[config.mk]
export PLATFORM = sky130hd
export DESIGN_NAME = sd_spi_init_sequencer
export DESIGN_NICKNAME = d
export VERILOG_FILES = /design/src/rtl/sdinit_pkg.sv /design/src/rtl/sdinit_core.sv /design/src/rtl/sd_spi_init_sequencer.sv
export SDC_FILE = /design/constraint.sdc
export NUM_CORES = 1
export LEC_CHECK = 0
export ABC_AREA = 1
export CAP_MARGIN = 0
export CORE_UTILIZATION = 58
export CTS_CLUSTER_SIZE = 24
export DETAILED_ROUTE_END_ITERATION = 12
export DONT_BUFFER_PORTS = 1
export PLACE_DENSITY = 0.74
export SETUP_SLACK_MARGIN = 0.02
export SLEW_MARGIN = 20
export SYNTH_ARGS = -nofsm -noshare
export SYNTH_HDL_FRONTEND = slang
export SYNTH_HIERARCHICAL = 1
export SYNTH_SLANG_ARGS = --single-unit
[constraint.sdc]
create_clock -name i_clk -period 4.3 [get_ports i_clk]
set_clock_uncertainty 0.2 [all_clocks]
set_input_delay 0.645 -clock i_clk [delete_from_list [all_inputs] [get_ports i_clk]]
set_output_delay 0.645 -clock i_clk [all_outputs]
set_load 0.03 [all_outputs]
[src/rtl/sdinit_pkg.sv]
// Types, codes and frame constants shared by the SD card SPI init sequencer.
`default_nettype none

package sdinit_pkg;

    // Request codes carried by one input transaction
    localparam logic [1:0] REQ_START = 2'd0;
    localparam logic [1:0] REQ_XFER  = 2'd1;
    localparam logic [1:0] REQ_TICK  = 2'd2;

    // Configuration register indexes
    localparam logic [1:0] CFG_DUMMY_BYTES = 2'd0;
    localparam logic [1:0] CFG_POLL_LIMIT  = 2'd1;
    localparam logic [1:0] CFG_RETRY_LIMIT = 2'd2;

    localparam int unsigned CFG_DATA_W = 10;

    localparam logic [3:0] DUMMY_BYTES_RST = 4'd10;
    localparam logic [3:0] POLL_LIMIT_RST  = 4'd10;
    localparam logic [9:0] RETRY_LIMIT_RST = 10'd1000;

    // Completion status codes
    localparam logic [1:0] ST_OK      = 2'd0;
    localparam logic [1:0] ST_IO_ERR  = 2'd1;
    localparam logic [1:0] ST_TIMEOUT = 2'd2;

    // Bytes on the wire
    localparam logic [7:0] BYTE_IDLE    = 8'hFF;
    localparam logic [7:0] CMD_START    = 8'h40;
    localparam logic [7:0] CRC_CMD0     = 8'h95;
    localparam logic [7:0] CRC_CMD8     = 8'h87;
    localparam logic [7:0] CRC_NONE     = 8'hFF;
    localparam logic [7:0] R1_IDLE      = 8'h01;
    localparam logic [7:0] R1_READY     = 8'h00;
    localparam logic [31:0] ARG_CMD8    = 32'h0000_01AA;
    localparam logic [31:0] ARG_ACMD41  = 32'h4000_0000;

    // Frame byte positions
    localparam logic [2:0] FRAME_LAST = 3'd6;
    localparam logic [2:0] R7_LAST    = 3'd4;

    typedef enum logic [2:0] {
        PH_IDLE,
        PH_DUMMY,
        PH_FRAME,
        PH_POLL,
        PH_R7,
        PH_WAIT
    } t_phase;

    typedef enum logic [1:0] {
        CMD_GO_IDLE,
        CMD_IF_COND,
        CMD_APP,
        CMD_SEND_OP
    } t_cmd;

    typedef struct packed {
        logic       tx_valid;
        logic [7:0] tx_byte;
        logic       wait_tick;
        logic       fast_clock;
        logic       done_res;
        logic [1:0] status;
    } t_result;

    typedef struct packed {
        logic [3:0] dummy_bytes;
        logic [3:0] poll_limit;
        logic [9:0] retry_limit;
    } t_cfg;

    function automatic logic [7:0] frame_byte(input t_cmd cmd, input logic [2:0] idx);
        logic [7:0]  code;
        logic [31:0] arg;
        logic [7:0]  crc;
        logic [7:0]  b;
        code = 8'd0;
        arg  = 32'd0;
        crc  = CRC_NONE;
        unique case (cmd)
            CMD_GO_IDLE: begin
                code = 8'd0;
                crc  = CRC_CMD0;
            end
            CMD_IF_COND: begin
                code = 8'd8;
                arg  = ARG_CMD8;
                crc  = CRC_CMD8;
            end
            CMD_APP: begin
                code = 8'd55;
            end
            default: begin
                code = 8'd41;
                arg  = ARG_ACMD41;
            end
        endcase
        case (idx)
            3'd0:    b = CMD_START | code;
            3'd1:    b = arg[31:24];
            3'd2:    b = arg[23:16];
            3'd3:    b = arg[15:8];
            3'd4:    b = arg[7:0];
            default: b = crc;
        endcase
        return b;
    endfunction

endpackage

`default_nettype wire

[src/rtl/sdinit_core.sv]
// Sequencer state and the combinational decision for each registered transaction.
`default_nettype none

module sdinit_core
    import sdinit_pkg::*;
(
    input  wire logic       i_clk,
    input  wire logic       i_rst_n,
    input  wire logic       i_fire,
    input  wire logic [1:0] i_req_type,
    input  wire logic [7:0] i_rx_byte,
    input  wire t_cfg       i_cfg,
    output t_result         o_result
);

    t_phase     r_phase,       n_phase;
    t_cmd       r_cmd,         n_cmd;
    logic [2:0] r_frame_index, n_frame_index;
    logic [3:0] r_dummy_left,  n_dummy_left;
    logic [3:0] r_poll_count,  n_poll_count;
    logic [9:0] r_retry_count, n_retry_count;
    logic       r_clock_sel,   n_clock_sel;

    logic [3:0] dummy_n;
    logic [3:0] poll_lim;
    logic [9:0] retry_lim;
    logic [9:0] retry_inc;
    logic       poll_done;
    logic       retry_out;

    // Zero in a limit register acts as one
    assign dummy_n   = (i_cfg.dummy_bytes == 4'd0) ? 4'd1 : i_cfg.dummy_bytes;
    assign poll_lim  = (i_cfg.poll_limit == 4'd0) ? 4'd1 : i_cfg.poll_limit;
    assign retry_lim = (i_cfg.retry_limit == 10'd0) ? 10'd1 : i_cfg.retry_limit;
    assign retry_inc = r_retry_count + 10'd1;
    assign poll_done = !i_rx_byte[7] || (r_poll_count >= poll_lim);
    assign retry_out = retry_inc >= retry_lim;

    // Next state
    always_comb begin
        n_phase       = r_phase;
        n_cmd         = r_cmd;
        n_frame_index = r_frame_index;
        n_dummy_left  = r_dummy_left;
        n_poll_count  = r_poll_count;
        n_retry_count = r_retry_count;
        n_clock_sel   = r_clock_sel;
        case (i_req_type)
            REQ_START: begin
                n_clock_sel   = 1'b0;
                n_retry_count = 10'd0;
                n_poll_count  = 4'd0;
                n_frame_index = 3'd0;
                n_phase       = PH_DUMMY;
                n_dummy_left  = dummy_n - 4'd1;
            end
            REQ_TICK: begin
                if (r_phase == PH_WAIT) begin
                    n_phase       = PH_FRAME;
                    n_cmd         = CMD_APP;
                    n_frame_index = 3'd1;
                end
            end
            REQ_XFER: begin
                unique case (r_phase)
                    PH_DUMMY: begin
                        if (r_dummy_left != 4'd0) begin
                            n_dummy_left = r_dummy_left - 4'd1;
                        end else begin
                            n_phase       = PH_FRAME;
                            n_cmd         = CMD_GO_IDLE;
                            n_frame_index = 3'd1;
                        end
                    end
                    PH_FRAME: begin
                        if (r_frame_index < FRAME_LAST) begin
                            n_frame_index = r_frame_index + 3'd1;
                        end else begin
                            n_phase      = PH_POLL;
                            n_poll_count = 4'd1;
                        end
                    end
                    PH_POLL: begin
                        if (poll_done) begin
                            unique case (r_cmd)
                                CMD_GO_IDLE: begin
                                    if (i_rx_byte != R1_IDLE) begin
                                        n_phase = PH_IDLE;
                                    end else begin
                                        n_phase       = PH_FRAME;
                                        n_cmd         = CMD_IF_COND;
                                        n_frame_index = 3'd1;
                                    end
                                end
                                CMD_IF_COND: begin
                                    if (i_rx_byte[2]) begin
                                        n_phase = PH_IDLE;
                                    end else if (i_rx_byte == R1_IDLE) begin
                                        n_phase       = PH_R7;
                                        n_frame_index = 3'd1;
                                    end else begin
                                        n_phase       = PH_FRAME;
                                        n_cmd         = CMD_APP;
                                        n_frame_index = 3'd1;
                                    end
                                end
                                CMD_APP: begin
                                    n_phase       = PH_FRAME;
                                    n_cmd         = CMD_SEND_OP;
                                    n_frame_index = 3'd1;
                                end
                                default: begin
                                    if (i_rx_byte == R1_READY) begin
                                        n_clock_sel = 1'b1;
                                        n_phase     = PH_IDLE;
                                    end else begin
                                        n_retry_count = retry_inc;
                                        n_phase       = retry_out ? PH_IDLE : PH_WAIT;
                                    end
                                end
                            endcase
                        end else begin
                            n_poll_count = r_poll_count + 4'd1;
                        end
                    end
                    PH_R7: begin
                        if (r_frame_index < R7_LAST) begin
                            n_frame_index = r_frame_index + 3'd1;
                        end else begin
                            n_phase       = PH_FRAME;
                            n_cmd         = CMD_APP;
                            n_frame_index = 3'd1;
                        end
                    end
                    default: begin
                        n_phase = r_phase;
                    end
                endcase
            end
            default: begin
                n_phase = r_phase;
            end
        endcase
    end

    // Result of this transaction
    always_comb begin
        o_result            = '0;
        o_result.fast_clock = n_clock_sel;
        case (i_req_type)
            REQ_START: begin
                o_result.tx_valid = 1'b1;
                o_result.tx_byte  = BYTE_IDLE;
            end
            REQ_TICK: begin
                if (r_phase == PH_WAIT) begin
                    o_result.tx_valid = 1'b1;
                    o_result.tx_byte  = frame_byte(CMD_APP, 3'd0);
                end
            end
            REQ_XFER: begin
                unique case (r_phase)
                    PH_DUMMY: begin
                        o_result.tx_valid = 1'b1;
                        o_result.tx_byte  = (r_dummy_left != 4'd0)
                                          ? BYTE_IDLE : frame_byte(CMD_GO_IDLE, 3'd0);
                    end
                    PH_FRAME: begin
                        o_result.tx_valid = 1'b1;
                        o_result.tx_byte  = (r_frame_index < FRAME_LAST)
                                          ? frame_byte(r_cmd, r_frame_index) : BYTE_IDLE;
                    end
                    PH_POLL: begin
                        if (poll_done) begin
                            unique case (r_cmd)
                                CMD_GO_IDLE: begin
                                    if (i_rx_byte != R1_IDLE) begin
                                        o_result.done_res = 1'b1;
                                        o_result.status   = ST_IO_ERR;
                                    end else begin
                                        o_result.tx_valid = 1'b1;
                                        o_result.tx_byte  = frame_byte(CMD_IF_COND, 3'd0);
                                    end
                                end
                                CMD_IF_COND: begin
                                    if (i_rx_byte[2]) begin
                                        o_result.done_res = 1'b1;
                                        o_result.status   = ST_IO_ERR;
                                    end else if (i_rx_byte == R1_IDLE) begin
                                        o_result.tx_valid = 1'b1;
                                        o_result.tx_byte  = BYTE_IDLE;
                                    end else begin
                                        o_result.tx_valid = 1'b1;
                                        o_result.tx_byte  = frame_byte(CMD_APP, 3'd0);
                                    end
                                end
                                CMD_APP: begin
                                    o_result.tx_valid = 1'b1;
                                    o_result.tx_byte  = frame_byte(CMD_SEND_OP, 3'd0);
                                end
                                default: begin
                                    if (i_rx_byte == R1_READY) begin
                                        o_result.done_res = 1'b1;
                                        o_result.status   = ST_OK;
                                    end else if (retry_out) begin
                                        o_result.done_res = 1'b1;
                                        o_result.status   = ST_TIMEOUT;
                                    end else begin
                                        o_result.wait_tick = 1'b1;
                                    end
                                end
                            endcase
                        end else begin
                            o_result.tx_valid = 1'b1;
                            o_result.tx_byte  = BYTE_IDLE;
                        end
                    end
                    PH_R7: begin
                        o_result.tx_valid = 1'b1;
                        o_result.tx_byte  = (r_frame_index < R7_LAST)
                                          ? BYTE_IDLE : frame_byte(CMD_APP, 3'd0);
                    end
                    default: begin
                        o_result.tx_valid = 1'b0;
                    end
                endcase
            end
            default: begin
                o_result.tx_valid = 1'b0;
            end
        endcase
    end

    always_ff @(posedge i_clk) begin
        if (!i_rst_n) begin
            r_phase       <= PH_IDLE;
            r_cmd         <= CMD_GO_IDLE;
            r_frame_index <= 3'd0;
            r_dummy_left  <= 4'd0;
            r_poll_count  <= 4'd0;
            r_retry_count <= 10'd0;
            r_clock_sel   <= 1'b0;
        end else if (i_fire) begin
            r_phase       <= n_phase;
            r_cmd         <= n_cmd;
            r_frame_index <= n_frame_index;
            r_dummy_left  <= n_dummy_left;
            r_poll_count  <= n_poll_count;
            r_retry_count <= n_retry_count;
            r_clock_sel   <= n_clock_sel;
        end
    end

endmodule

`default_nettype wire

[src/rtl/sd_spi_init_sequencer.sv]
// Top level of the SD card SPI init sequencer: input stage, config and result register.
`default_nettype none

//  channel  | handshake            | payload
//  ---------+----------------------+-------------------------------------------
//  request  | i_valid / o_stall    | i_req_type, i_rx_byte
//  result   | o_valid / i_stall    | o_tx_valid, o_tx_byte, o_wait_tick,
//           |                      | o_fast_clock, o_done_res, o_status
//  config   | i_cfg_wr_en          | i_cfg_index, i_cfg_data
//
// One transaction per cycle sustained while results are not stalled; a result is offered
// via the input register, then decision logic into the result register.
// Synchronous active-low reset puts the sequencer idle, slow clock, limits at defaults.
// A stalled result holds; the input register keeps taking requests while the
// result register is free or being drained in the same cycle.

module sd_spi_init_sequencer
    import sdinit_pkg::*;
(
    input  wire logic                  i_clk,
    input  wire logic                  i_rst_n,
    input  wire logic                  i_valid,
    output logic                       o_stall,
    input  wire logic [1:0]            i_req_type,
    input  wire logic [7:0]            i_rx_byte,
    output logic                       o_valid,
    input  wire logic                  i_stall,
    output logic                       o_tx_valid,
    output logic [7:0]                 o_tx_byte,
    output logic                       o_wait_tick,
    output logic                       o_fast_clock,
    output logic                       o_done_res,
    output logic [1:0]                 o_status,
    input  wire logic                  i_cfg_wr_en,
    input  wire logic [1:0]            i_cfg_index,
    input  wire logic [CFG_DATA_W-1:0] i_cfg_data
);

    logic       r_in_valid;
    logic [1:0] r_req_type;
    logic [7:0] r_rx_byte;
    logic       r_out_valid;
    t_result    r_result;
    t_result    step_result;
    t_cfg       r_cfg;
    logic       fire;
    logic       accept;

    assign fire    = r_in_valid && (!r_out_valid || !i_stall);
    assign o_stall = r_in_valid && !fire;
    assign accept  = i_valid && !o_stall;

    sdinit_core u_core (
        .i_clk      (i_clk),
        .i_rst_n    (i_rst_n),
        .i_fire     (fire),
        .i_req_type (r_req_type),
        .i_rx_byte  (r_rx_byte),
        .i_cfg      (r_cfg),
        .o_result   (step_result)
    );

    always_ff @(posedge i_clk) begin
        if (!i_rst_n) begin
            r_cfg.dummy_bytes <= DUMMY_BYTES_RST;
            r_cfg.poll_limit  <= POLL_LIMIT_RST;
            r_cfg.retry_limit <= RETRY_LIMIT_RST;
        end else if (i_cfg_wr_en) begin
            unique case (i_cfg_index)
                CFG_DUMMY_BYTES: r_cfg.dummy_bytes <= i_cfg_data[3:0];
                CFG_POLL_LIMIT:  r_cfg.poll_limit  <= i_cfg_data[3:0];
                CFG_RETRY_LIMIT: r_cfg.retry_limit <= i_cfg_data[9:0];
                default:         r_cfg             <= r_cfg;
            endcase
        end
    end

    always_ff @(posedge i_clk) begin
        if (!i_rst_n) begin
            r_in_valid <= 1'b0;
        end else if (accept) begin
            r_in_valid <= 1'b1;
        end else if (fire) begin
            r_in_valid <= 1'b0;
        end
    end

    always_ff @(posedge i_clk) begin
        if (accept) begin
            r_req_type <= i_req_type;
            r_rx_byte  <= i_rx_byte;
        end
    end

    always_ff @(posedge i_clk) begin
        if (!i_rst_n) begin
            r_out_valid <= 1'b0;
        end else if (fire) begin
            r_out_valid <= 1'b1;
        end else if (!i_stall) begin
            r_out_valid <= 1'b0;
        end
    end

    // Hold the result while stalled
    always_ff @(posedge i_clk) begin
        if (fire) begin
            r_result <= step_result;
        end
    end

    assign o_valid      = r_out_valid;
    assign o_tx_valid   = r_result.tx_valid;
    assign o_tx_byte    = r_result.tx_byte;
    assign o_wait_tick  = r_result.wait_tick;
    assign o_fast_clock = r_result.fast_clock;
    assign o_done_res   = r_result.done_res;
    assign o_status     = r_result.status;

endmodule

`default_nettype wire

==> results.yml <==
status:
  status: "finished, final reports clean"
clock_tree:
  post_cts_buffers: 0
  ctsResizeCount: 0
  clock_sinks: 71
  numCtsBuffers: 9
  clk_pin_slew_ns: 0.08
  clk_path_buf_depth: 2
  cts_max_level: 3
  cts_tree: "yes"
  clock_latency_ns: 0.36
  cts-hold-fix-buffers: 0
  clockRootBuffer: "clkbuf_8"
pwr:
  p_clk_share_pct: 36.0
  p_per_area_nw_per_um2: 315
  vdd_drop_max_mv: 0.190
  p_switching_w: 0.000445
  p_seq_share_pct: 50.6
  internal_power_w: 0.00106
  pwr-share-comb_pct: 13.4
  p_leak_nw: 2.36
  p_sw_share_pct: 29.5
sta:
  fin_crit_sh_pct: 62.9
  setup_viol: 0
  tightest_slew_ns: 0.427
  max_freq_mhz: 370
  timing.final.crit_period_ns: 2.70
  final-hold-violation-count: 0
  drv_slew: 0
  setup_tns_ns: 0
  maxSlewHeadroom_pct: 71.4
  rsz0062_at_grt: "false"
yosys:
  syn_area_per_cell_sq_um: 7.06
  ys_seq_area_share_pct: 36.4
  ys_seq_elements: 71
  yosysUniqueCellTypes: 36
  synth_top_area_share_pct: 20.6
  syn-instance-count: 646
  synth_area_leaders: "dfxtp_1, edfxtp_1, nand2_1, ha_1, inv_1"
  synth_largest_area_cell: "dfxtp_1"
  yosysWarnings: 6
  syn-num-nets: 708
  netlist_area_sq_um: 4560
floorplanning:
  initial_core_util_pct: 61.3
  die_y_um: 90.7
  die-area_sq_um: 8230
  die_w_um: 90.7
  rows: 31
  io_pins: 43
  core_area_sq_um: 7450
setup_path:
  ff2ff_path_depth: 13
  startpoint_type: "flop"
  cp.required_ns: 4.35
  crit_path_max_fanout: 14
  critPathKind: "flop to flop"
  endpoint_kind: "flop"
  reg2reg_from: "r_cfg[13]"
  startpoint: "r_cfg[13]"
  arrival_ns: 2.76
cells_and_area:
  synthToLayoutAreaGrowth_pct: 5.05
  diodes: 0
  multi_input_area_sq_um: 2430
  register_area_sq_um: 1660
  final_area_sq_um: 4790
  layout-drive-gt1-share_pct: 8.05
  fin_nets: 703
  fillers: 691
detailed_routing:
  wl_per_cell_um: 13.7
  drt_wl_total_um: 10200
  vias_per_cell: 5.51
  drt_first_iter_violations: 302
  wl_met3_um: 543
  dr.max_layer_used: "met4"
  dr_total_vias: 4103
  met2_length_um: 4520
  drc: 0
  antenna_left: 0
  drt_first_pass_iters: 6
  drt-met1-wl_um: 4950
placement:
  dpl-instance-area_sq_um: 4600
  io_buffers: 0
  hpwl_um: 7540
  place.gp.congestion: 0.929
hold_path:
  worstHoldStart: "i_rst_n"
  hold_depth: 1
  hp-class: "input pin to flop"
global_route:
  grt_overflow: 0
  antenna_found_initial: 0
  grt_max_degree: 39
  track_usage_pct: 25.7
  grt_pass1_vias: 3696
  grt_pass1_wl_um: 17000
run:
  maxCapViolations: 0
[critical path: stages (launching register included)]
cell and delay (ns):
dfxtp_1 0.33, inv_1 0.05, a31o_2 0.24, ha_1 0.27, nand2_1 0.06, inv_1 0.03
nand2_1 0.05, nand4_1 0.33, nand2_1 0.15, nand2_1 0.06, nand2_1 0.34, inv_1 0.21
o21ai_0 0.21, nor2_1 0.07
[per-layer routing]
layer  global-route usage [%]  vias up
met2                     41.0      149
met4                     9.95        0
met5                        0        -
met3                     3.62       18
met1                     35.2     1851
li1                         -     2085
[power by group through the flow]
| stage | combinational (W) | clock [W] | sequential (W) |
|---|---|---|---|
| 4_1_cts | 0.000200 | 0.000550 | 0.000764 |
| 3_5_place_dp | 0.000198 | 0 | 0.000779 |
| 2_1_floorplan | 0.000171 | 0 | 0.000771 |
| 6_report | 0.000202 | 0.000544 | 0.000764 |
| 5_1_grt | 0.000231 | 0.000578 | 0.000768 |
| 3_3_place_gp | 0.000193 | 0 | 0.000778 |
[synth_stat cells]
| library cell | n |
|---|---|
| ha_1 | 35 |
| nor3_1 | 9 |
| a21oi_2 | 2 |
| a32oi_1 | 1 |
| clkbuf_1 | 2 |
| o21ai_0 | 34 |
| buf_1 | 3 |
| buf_6 | 1 |
| buf_2 | 7 |
| nand3_1 | 45 |
| xor2_1 | 8 |
| dfxtp_1 | 47 |
| nand2_4 | 2 |
| nor2_2 | 6 |
| clkinv_1 | 1 |
| inv_2 | 8 |
| nor3_2 | 1 |
| nand2_1 | 142 |
| nor2_1 | 85 |
| buf_4 | 5 |
| o21ai_2 | 1 |
| edfxtp_1 | 24 |
| nand3_2 | 4 |
| a211oi_1 | 2 |
| nand2_2 | 5 |
| o21ai_1 | 2 |
| a31o_2 | 2 |
| nand4_1 | 21 |
| inv_1 | 89 |
| nand3b_1 | 2 |
| nor4_1 | 2 |
| a21oi_1 | 43 |
| or2_2 | 2 |
| o21a_1 | 1 |
| and3_1 | 1 |
| nor2_4 | 1 |
[through the flow]
step                hold slack [ns]  util (%)  setup WS (ns)  instances  power [W]
floorplan                     0.229         -           1.49        646   0.000942
finish                        0.166      64.4           1.60        745    0.00151
CTS                           0.161      64.4           1.65        745    0.00151
detailed placement            0.249      61.8           1.65        729   0.000977
global route                  0.160      64.4           1.34        745    0.00158
global placement              0.245      61.8           1.73        729   0.000971
[layout make-up]
class / instances / area share, %
Clock buffer: 9 / 2.58
Clock inverter: 7 / 1.46
Inverter: 98 / 7.67
Multi-Input combinational cell: 459 / 50.7
Sequential cell: 71 / 34.7
Tap cell: 99 / 2.58
Timing Repair Buffer: 2 / 0.313
[cell usage in the layout, fill, tap and decap left out, types with 4 or more instances in the layout]
cell type    n
ha_1        35
dfxtp_1     47
o21ai_0     34
nor3_1       9
nand2_2      5
nand3_2      4
nand2_1    142
nor2_1      85
nand3_1     45
nor2_2       6
a21oi_1     43
inv_2        8
inv_1       89
clkbuf_8     9
nand4_1     21
xor2_1       8
edfxtp_1    24
[registers in the layout (all words and copies together), names as in the netlist, 2 cells and up]
signal	cells
o_tx_byte	8
r_rx_byte	8
o_status	2
u_core/r_frame_index	3
r_cfg	18
u_core/r_dummy_left	4
u_core/r_retry_count	10
u_core/r_phase	3
u_core/r_cmd	2
r_req_type	2
u_core/r_poll_count	4
[cells by family (layout without fill, tap and decap cells)]
kind of cell	count (synthesis)	in the layout	synth area share [%]
DFF	71	71	36.4
AOI/OAI and AO/OA	88	88	10.3
adders and majority gates	35	35	9.60
buffers and inverters	116	116	10.3
xor gates and xnor gates	8	8	1.54
and+or+nand+nor	328	328	31.8
[path summary, 6_finish.rpt]
| check | end | slack [ns] |
|---|---|---|
| min | r_cfg[6] | 0.17 |
| max reg2reg | u_core/r_retry_count[7] | 1.60 |
| max | u_core/r_retry_count[7] | 1.60 |
| min reg2reg | r_cfg[13] | 0.26 |
No activity file was read; power rests on OpenSTA's default activity.
